--- config.mk ---
export PLATFORM = sky130hd
export DESIGN_NAME = service_day_mask_unit
export DESIGN_NICKNAME = d
export VERILOG_FILES = /design/src/rtl/core/sdm_pkg.sv /design/src/rtl/core/service_day_mask_unit.sv
export SDC_FILE = /design/constraint.sdc
export NUM_CORES = 1
export LEC_CHECK = 0
export ABC_CLOCK_PERIOD_IN_PS = 7500
export BUFFER_PORTS_ARGS = -buffer_cell sky130_fd_sc_hd__buf_2
export CAP_MARGIN = 20
export CORE_MARGIN = 1
export CORE_UTILIZATION = 45
export CTS_CLUSTER_DIAMETER = 50
export DETAILED_ROUTE_END_ITERATION = 16
export GPL_ROUTABILITY_DRIVEN = 0
export PLACE_DENSITY = 0.7
export SETUP_SLACK_MARGIN = 0.2
export SKIP_LAST_GASP = 1
export SYNTH_ARGS = -nofsm -noshare
export SYNTH_HDL_FRONTEND = slang
export SYNTH_SLANG_ARGS = --single-unit
--- constraint.sdc ---
create_clock -name clk -period 7.5 [get_ports clk]
set_input_delay 1.125 -clock clk [delete_from_list [all_inputs] [get_ports clk]]
set_output_delay 1.125 -clock clk [all_outputs]
set_load 0.05 [all_outputs]
--- src/rtl/core/sdm_pkg.sv ---
// ----------------------------------------------------------------------------
// sdm_pkg
// Types and constants shared by the service day mask unit.
// ----------------------------------------------------------------------------
package sdm_pkg;

  // Operation codes carried on the action port.
  typedef enum logic [1:0] {
    ACT_BUILD  = 2'd0,
    ACT_ADD    = 2'd1,
    ACT_REMOVE = 2'd2,
    ACT_SHIFT  = 2'd3
  } action_t;

  localparam int unsigned MASK_W      = 64;
  localparam int unsigned DAY_W       = 16;
  localparam int unsigned TILE_W      = 15;
  localparam int unsigned WEEK_DAYS   = 7;
  // Internal signed day arithmetic: room for tile_offset plus the window length.
  localparam int unsigned CALC_W      = 18;
  localparam logic [2:0]  PIVOT_RESET = 3'd3;

  // Rotate a weekday mask right by wd days (wd in 0..6).
  function automatic logic [WEEK_DAYS-1:0] rotate_week(input logic [WEEK_DAYS-1:0] m,
                                                       input logic [2:0] wd);
    logic [2*WEEK_DAYS-1:0] dbl;
    dbl = {m, m} >> wd;
    return dbl[WEEK_DAYS-1:0];
  endfunction

  // (pivot + tile) mod 7 by folding octal digits, since 8 is 1 mod 7.
  function automatic logic [2:0] window_weekday(input logic [2:0] pivot,
                                                input logic [TILE_W-1:0] tile);
    logic [5:0] sum1;
    logic [3:0] sum2;
    sum1 = 6'(pivot) + 6'(tile[2:0]) + 6'(tile[5:3]) + 6'(tile[8:6])
         + 6'(tile[11:9]) + 6'(tile[14:12]);
    sum2 = 4'(sum1[5:3]) + 4'(sum1[2:0]);
    if (sum2 >= 4'(WEEK_DAYS)) begin
      sum2 = sum2 - 4'(WEEK_DAYS);
    end
    return sum2[2:0];
  endfunction

endpackage

--- src/rtl/core/service_day_mask_unit.sv ---
// ----------------------------------------------------------------------------
// service_day_mask_unit
// Builds and edits a day-of-service bitmask over a window of WINDOW_DAYS days.
// ----------------------------------------------------------------------------
//
// Channel      Handshake                Payload
// -----------  -----------------------  ---------------------------------------
// command      start, busy              action, tile_offset, service_start,
//                                       service_end, weekday_mask, edit_day,
//                                       mask_in
// result       done (one-cycle strobe)  mask_out, clamped_start, clamped_end
// config       cfg_valid, cfg_ready     cfg_data (pivot weekday)
//
// A command transaction completes on a clock edge where start is high and busy
// is low. Busy is never asserted, so one command can be taken every cycle.
// Each command yields one result: the command is captured in an input
// register, and one pass of combinational logic fills the result register,
// whose contents are shown with done for exactly one cycle. The receiver cannot
// stall, so nothing ever backs up. Synchronous reset clears the pipeline valid
// flags and sets the pivot weekday to Wednesday (3).
// The config channel is always ready; writes belong to idle periods.
//
// Bit i of every mask stands for day tile_offset + i, counted from the pivot.
// ----------------------------------------------------------------------------
module service_day_mask_unit #(
  parameter int unsigned WINDOW_DAYS = 60
) (
  input  logic                       clk,
  input  logic                       rst,
  // Command transaction.
  input  logic                       start,
  output logic                       busy,
  input  logic [1:0]                 action,
  input  logic [14:0]                tile_offset,
  input  logic signed [15:0]         service_start,
  input  logic signed [15:0]         service_end,
  input  logic [6:0]                 weekday_mask,
  input  logic signed [15:0]         edit_day,
  input  logic [63:0]                mask_in,
  // Result transaction.
  output logic                       done,
  output logic [63:0]                mask_out,
  output logic signed [15:0]         clamped_start,
  output logic signed [15:0]         clamped_end,
  // Configuration write.
  input  logic                       cfg_valid,
  output logic                       cfg_ready,
  input  logic [2:0]                 cfg_data
);

  localparam int unsigned IDX_W = (WINDOW_DAYS > 1) ? $clog2(WINDOW_DAYS) : 1;
  localparam int unsigned CW    = sdm_pkg::CALC_W;
  localparam int unsigned MW    = sdm_pkg::MASK_W;
  localparam int unsigned REPS  = (MW + sdm_pkg::WEEK_DAYS - 1) / sdm_pkg::WEEK_DAYS;

  // The unit never holds off a command or a configuration write.
  assign busy      = 1'b0;
  assign cfg_ready = 1'b1;

  // Pivot weekday register.
  logic [2:0] pivot_weekday;

  always_ff @(posedge clk) begin
    if (rst) begin
      pivot_weekday <= sdm_pkg::PIVOT_RESET;
    end else if (cfg_valid && cfg_ready) begin
      pivot_weekday <= cfg_data;
    end
  end

  // Input register stage.
  logic                in_valid;
  sdm_pkg::action_t    in_action;
  logic [14:0]         in_tile;
  logic signed [15:0]  in_start;
  logic signed [15:0]  in_end;
  logic [6:0]          in_wmask;
  logic signed [15:0]  in_eday;
  logic [63:0]         in_mask;

  always_ff @(posedge clk) begin
    if (rst) begin
      in_valid <= 1'b0;
    end else begin
      in_valid <= start && !busy;
    end
  end

  always_ff @(posedge clk) begin
    if (start && !busy) begin
      in_action <= sdm_pkg::action_t'(action);
      in_tile   <= tile_offset;
      in_start  <= service_start;
      in_end    <= service_end;
      in_wmask  <= weekday_mask;
      in_eday   <= edit_day;
      in_mask   <= mask_in;
    end
  end

  // Day arithmetic at a common width: tile_offset zero-extended, the rest sign-extended.
  logic signed [CW-1:0] tile_s;
  logic signed [CW-1:0] last_s;
  logic signed [CW-1:0] start_s;
  logic signed [CW-1:0] end_s;
  logic signed [CW-1:0] eday_s;
  logic signed [CW-1:0] cs_s;
  logic signed [CW-1:0] ce_s;
  logic signed [CW-1:0] hi_s;
  logic signed [CW-1:0] total_s;
  logic signed [CW-1:0] before_s;
  logic signed [CW-1:0] eoff_s;
  logic                 build_ok;
  logic                 edit_ok;
  logic [IDX_W-1:0]     total_idx;
  logic [IDX_W-1:0]     before_idx;
  logic [IDX_W-1:0]     edit_idx;
  logic [2:0]           wd;
  logic [6:0]           rot;
  logic [REPS*7-1:0]    weekly;
  logic [MW-1:0]        build_mask;
  logic [MW-1:0]        edit_bit;
  logic [MW-1:0]        shift_mask;

  logic [63:0]          mask_out_next;
  logic signed [15:0]   clamped_start_next;
  logic signed [15:0]   clamped_end_next;

  always_comb begin
    tile_s  = $signed({{(CW - 15){1'b0}}, in_tile});
    last_s  = tile_s + CW'(WINDOW_DAYS - 1);
    start_s = CW'(in_start);
    end_s   = CW'(in_end);
    eday_s  = CW'(in_eday);

    // A build is rejected when the service lies wholly outside the window.
    build_ok = (start_s <= last_s) && (tile_s <= end_s);
    cs_s     = (start_s < tile_s) ? tile_s : start_s;
    ce_s     = (end_s > last_s) ? last_s : end_s;
    total_s  = ce_s - tile_s;
    before_s = cs_s - tile_s;
    total_idx  = total_s[IDX_W-1:0];
    before_idx = before_s[IDX_W-1:0];

    // Weekday pattern aligned to the window start and repeated weekly.
    wd     = sdm_pkg::window_weekday(pivot_weekday, in_tile);
    rot    = sdm_pkg::rotate_week(in_wmask, wd);
    weekly = {REPS{rot}};

    // Edits touch only a day inside the window and not past the service end.
    hi_s     = (last_s < end_s) ? last_s : end_s;
    edit_ok  = (tile_s <= eday_s) && (eday_s <= hi_s);
    eoff_s   = eday_s - tile_s;
    edit_idx = eoff_s[IDX_W-1:0];

    for (int i = 0; i < MW; i++) begin
      if (i < WINDOW_DAYS) begin
        build_mask[i] = weekly[i] && (IDX_W'(i) >= before_idx) && (IDX_W'(i) <= total_idx);
        edit_bit[i]   = edit_ok && (IDX_W'(i) == edit_idx);
      end else begin
        build_mask[i] = 1'b0;
        edit_bit[i]   = 1'b0;
      end
    end

    // Shift drops whatever lands on the first day past the window.
    shift_mask = in_mask << 1;
    if (WINDOW_DAYS < MW) begin
      shift_mask[WINDOW_DAYS[$clog2(MW)-1:0]] = 1'b0;
    end

    mask_out_next      = '0;
    clamped_start_next = '0;
    clamped_end_next   = '0;
    unique case (in_action)
      sdm_pkg::ACT_BUILD: begin
        if (build_ok) begin
          mask_out_next      = build_mask;
          clamped_start_next = cs_s[15:0];
          clamped_end_next   = ce_s[15:0];
        end else begin
          clamped_start_next = in_start;
          clamped_end_next   = in_end;
        end
      end
      sdm_pkg::ACT_ADD: begin
        mask_out_next = in_mask | edit_bit;
      end
      sdm_pkg::ACT_REMOVE: begin
        mask_out_next = in_mask & ~edit_bit;
      end
      sdm_pkg::ACT_SHIFT: begin
        mask_out_next = shift_mask;
      end
      default: begin
        mask_out_next = in_mask;
      end
    endcase
  end

  // Result register: shown with done for one cycle.
  always_ff @(posedge clk) begin
    if (rst) begin
      done <= 1'b0;
    end else begin
      done <= in_valid;
    end
  end

  always_ff @(posedge clk) begin
    if (in_valid) begin
      mask_out      <= mask_out_next;
      clamped_start <= clamped_start_next;
      clamped_end   <= clamped_end_next;
    end
  end

endmodule
# == After elaboration in Yosys (flattened, before gate mapping) ==
# Cells that the tools add are included.
# word_totals
reg_bits,237
latch_bits,0
ramBits,0
mem_bits_ro,0
inputBits,143
output_inout_bits,99
elab_cells,410
memories,0
# op_classes
addsub,11
mul,0
div_mod_pow,0
magnitude_cmp,128
n_eq_ne,62
n_shift,1
muxes,8
n_bitwise,3
n_reduce_logical,184
# op_table
op,count
$pmux 64 s4,1
$logic_and 1x1->1,182
$eq 6x6->1 const A,28
$ge 6x6->1 const A,28
$le 6x6->1 const A,28
$eq 5x6->1 const A,16
$ge 5x6->1 const A,16
$le 5x6->1 const A,16
$and 64x64->64,1
$mux 16,4
$not 60->64,1
$or 64x60->64,1
$mux 60,1
$eq 4x6->1 const A,8
$ge 4x6->1 const A,8
$le 4x6->1 const A,8
$le 16x16->1,2
$eq 3x6->1 const A,4
$ge 3x6->1 const A,4
$le 3x6->1 const A,4
$le 16x18->1,1
$mux 18,1
$sub 6x6->6,3
$gt 16x17->1,1
other kinds (22),30

# == Logic depth before layout (Yosys ltp) ==
# logic_depth
ltp_word,13
depth_mapped,30
ltp_nobuf,26

# == Worst setup path after synthesis ==
# OpenSTA, ideal clock, no wires.
# synth_path
path_type,reg-to-reg
start,reg in_tile[1]
end,"reg mask_out[27], data pin"
setup_time_ns,0.277
arrival_ns,6.061
t_required_ns,7.223
setup_slack_ns,1.162
stages_incl_launch_ff,28
period_less_slack_ns,6.338
path_cell_list,edfxtp_1 > inv_1 > ha_1 > o21ai_0 > nor2_1 > nor3b_1 > xnor2_1 > inv_1 > ha_1 > a21o_1 > a21o_1 > a211o_1 > a41oi_1 > ha_1 > clkbuf_1 > buf_1 > o21ai_0 > ha_1 > and3_1 > a221o_1 > a211oi_1 > o221ai_1 > a21oi_2 > buf_4 > nand2_1 > buf_2 > o311ai_0 > o2111ai_1
# synth_between
elab_chain_cells,13
elab_cells_between_ends,37
# synth_rtl
element,line,rtl
start: declaration,service_day_mask_unit.sv:74,logic [14:0] in_tile;
start signal: assignment,service_day_mask_unit.sv:92,in_tile <= tile_offset;
$add 3x3->4,sdm_pkg.sv:36,sum1 = 6'(pivot) + 6'(tile[2:0]) + 6'(tile[5:3]) + 6'(tile[8:6])
$add 4x3->5,sdm_pkg.sv:36,
$add 5x3->6,sdm_pkg.sv:36,
$add 6x3->6 (2 in series),sdm_pkg.sv:37,+ 6'(tile[11:9]) + 6'(tile[14:12]);
$add 3x3->4,sdm_pkg.sv:38,sum2 = 4'(sum1[5:3]) + 4'(sum1[2:0]);
$ge 4x3->1 / $sub 3x3->3 (equally long branches),"sdm_pkg.sv:39, sdm_pkg.sv:40",
$mux 3,sdm_pkg.sv:39,if (sum2 >= 4'(WEEK_DAYS)) begin
$shr 14x3->7,sdm_pkg.sv:27,"dbl = {m, m} >> wd;"
$logic_and 1x1->1 (2 in series),service_day_mask_unit.sv:158,build_mask[i] = weekly[i] && (IDX_W'(i) >= before_idx) && (IDX_W'(i) <= total_idx);
$mux 60,service_day_mask_unit.sv:177,if (build_ok) begin
$pmux 64 s4 *,service_day_mask_unit.sv:175,unique case (in_action)
named net mask_out_next[27],service_day_mask_unit.sv:125,logic [63:0] mask_out_next;
end signal: assignment,service_day_mask_unit.sv:212,mask_out <= mask_out_next;
end: declaration,service_day_mask_unit.sv:42,"output logic [63:0] mask_out,"
# The timed path passes the listed nets; every way through them passes the cells marked *.
# A chain may end at the register's enable or synchronous reset.

# == Final worst setup path ==
# layout_path
start,reg in_tile[5]
end,"reg mask_out[57], data pin"
# layout_between
elab_chain_cells,12
elab_cells_between_ends,36
# layout_rtl
element,line
$add 4x3->5,sdm_pkg.sv:36
$add 5x3->6,sdm_pkg.sv:36
$add 6x3->6 (2 in series),sdm_pkg.sv:37
$add 3x3->4,sdm_pkg.sv:38
$ge 4x3->1 / $sub 3x3->3 (equally long branches),"sdm_pkg.sv:39, sdm_pkg.sv:40"
$mux 3,sdm_pkg.sv:39
$shr 14x3->7,sdm_pkg.sv:27
$logic_and 1x1->1 (2 in series),service_day_mask_unit.sv:158
$mux 60,service_day_mask_unit.sv:177
$pmux 64 s4 *,service_day_mask_unit.sv:175
named net mask_out_next[57],service_day_mask_unit.sv:125
# Marked as above.

==> impl_metrics.yaml <==
global_routing:
  grt_pass1_wl_um: 76400
  grt-ovfl-total: 0
  antenna_found_initial: 0
  track_usage_pct: 28.2
  grt_pass1_vias: 13162
  grt_max_degree: 74
detailed_routing:
  drtIter0Drc: 2023
  vias: 13797
  wl_um: 50500
  ant_nets: 0
  wl_per_cell_um: 23.2
  first_pass_iters: 8
  routed_via_density: 6.33
  drc: 0
floorplan:
  die-area_mm2: 0.0352
  row_count: 67
  io_pins: 242
  coreArea_mm2: 0.0337
  die_height_um: 188
  initial_core_util_pct: 46.0
  die-width_um: 188
worst_setup_path:
  critPathBufInv: 2
  worstPathCellList: "fa_1, fa_1, fa_1, ha_1, inv_1, fa_1, inv_1, ha_1, fa_1, ha_1, a221oi_2, mux2i_4, o21ai_0, o21ai_1, nand2_1, o211ai_1"
  cp_slowest_cell: "o21ai_1"
  crit_arrival_ps: 7280
  worst_path_dominant_cell_family: "adder cells"
  cp_common_cell: "fa_1"
  path_class: "flop to flop"
  slowest_delay_ps: 810
  cp_max_fo: 13
  required_ps: 7840
  startpoint_type: "flop"
  cp-end-kind: "flop"
final_layout:
  final_common_cell: "buf_2"
  nNetsFinal: 1984
  syn2layout_area_growth_pct: 18.8
  post-route-util_pct: 54.6
  layout-drive-gt1-share_pct: 22.4
  layout_common_cells: "238 x buf_2, 232 x edfxtp_1, 117 x ha_1, 110 x nand2_1, 109 x nor2_1"
  diodes: 0
  n_fill_cell: 2982
clock_tree:
  clock_tree.root_cell: "clkbuf_16"
  post-cts-setup-buffer-count: 0
  clk_path_buf_depth: 3
  hold_buffers: 0
  clk_latency_ps: 530
  h-tree-depth: 2
  clkSinkCount: 237
  cts_tree: "done"
  numCtsBuffers: 34
  cts_resized: 0
  clk_pin_slew_ps: 60
synth:
  yosysTopAreaCell: "edfxtp_1"
  netlist_area_mm2: 0.0155
  synth_edf_count: 232
  seq_area_frac_synth_pct: 45.6
  netlist.area_leader.share_pct: 45.0
  synthTopCellsByArea: "edfxtp_1 45%, ha_1 9.5%, mux2i_1 4.6%"
  synth-seq-cells: 237
  synth_area_per_cell_um2: 10.6
  yosys_most_used_dff: "edfxtp_1"
  syn_nets: 1745
  yosysWarnings: 0
  netlist_instances: 1468
  synthArstFlopShare_pct: 0
  synth.distinct_cells: 77
timing:
  whs_ps: 566
  fin_crit_ps: 6940
  finalCritPeriodShare_pct: 92.6
  worstMarginPinSlew_ps: 1110
  setup_viol: 0
  fin_skew_ps: 17.8
  maxSlewViolCount: 0
  fin_tns_setup_ps: 0
  fmax_mhz: 144
  rsz0062_at_grt: "false"
  maxSlewHeadroom_pct: 25.8
  hold_viol: 0
place:
  dp_hpwl_um: 37400
  numPortBuffers: 239
power:
  power_leakage_nw: 7.39
  vdd_ir_drop_max_uv: 782
  powerDensity_mw_per_mm2: 434
flow_run:
  maxCapViolCount: 0
outcome:
  status: "finished clean"
worst_hold_path:
  min_path_type: "flop to flop"
==> worst min-delay path: cells and delay by family (launching register included) <==
kind	cells	cell delay, ps
DFF	1	340
and+or+nand+nor	1	50
muxes	1	130
==> routing by layer <==
layer	global-route usage, %	up-vias	part of all wire, %
met5	0	-	0
met4	11.8	0	4.2
met3	7.00	203	12
met2	40.5	1024	42
met1	40.4	6468	42
li1	-	6102	-
==> report_power, final <==
part | switching, mW | leakage, nW | internal [mW] | total [mW]
Sequential | 0.0982 | 2.22 | 1.61 | 1.70
Combinational | 3.09 | 4.62 | 1.60 | 4.70
Clock | 0.634 | 0.550 | 0.948 | 1.58
Total | 3.83 | 7.39 | 4.16 | 7.98
==> final timing paths <==
path	from	endpoint	slack, ps	cells past startpoint
hold / removal	pivot_weekday[2]$_SDFFE_PP0P_	pivot_weekday[2]$_SDFFE_PP0P_	570	2
setup reg to reg	in_tile[5]$_DFFE_PP_	mask_out[57]$_DFFE_PP_	560	16
hold reg to reg	pivot_weekday[2]$_SDFFE_PP0P_	pivot_weekday[2]$_SDFFE_PP0P_	570	2
setup / recovery	in_tile[5]$_DFFE_PP_	mask_out[57]$_DFFE_PP_	560	16
==> flip-flops by register name, indices dropped and copies added (netlist names), 7 cells and up <==
signal	cells
in_start	16
in_mask	64
clamped_end	16
in_end	16
in_wmask	7
in_tile	15
clamped_start	16
mask_out	64
in_eday	16
==> cell usage after synthesis (19+ instances only) <==
cell type and count:
a21oi_1 85, ha_1 118, o311ai_0 31, mux2i_1 71, clkbuf_1 54, nor2_1 111, a22oi_1 24, xnor2_1 21
nand2_1 110, edfxtp_1 232, nand4_1 23, mux2_2 33, o21ai_0 79, o211ai_1 31, inv_1 88, nand3_1 76
a31oi_1 19
==> cell type report <==
cell class | instances | area, um^2 | area share (%)
inverter | 89 | 334 | 1.81
multi-input combinational | 1069 | 7840 | 42.6
sequential | 237 | 7070 | 38.4
timing repair buffer | 276 | 1480 | 8.06
clock buffer | 38 | 887 | 4.82
tap | 448 | 561 | 3.05
clock inverter | 23 | 235 | 1.28
==> cell families after synthesis <==
kind of cell	synth area share (%)
buffers and inverters	4.13
multiplexers	7.31
AO/OA/AOI/OAI	17.3
XOR/XNOR	2.07
adder cells (fa/ha/maj)	11.7
AND/OR/NAND/NOR	11.8
flip-flops	45.6
other	0.0485
==> stage by stage <==
stage	instances	setup WS (ps)	instance area, um^2	power, mW
2_1_floorplan	1468	1160	15500	4.94
3_3_place_gp	2117	553	17200	6.08
3_5_place_dp	2119	276	17300	6.16
4_1_cts	2180	290	18400	7.76
5_1_grt	2180	238	18400	8.27
6_report	2180	558	18400	7.98
Power figures use the tool's default switching activity.
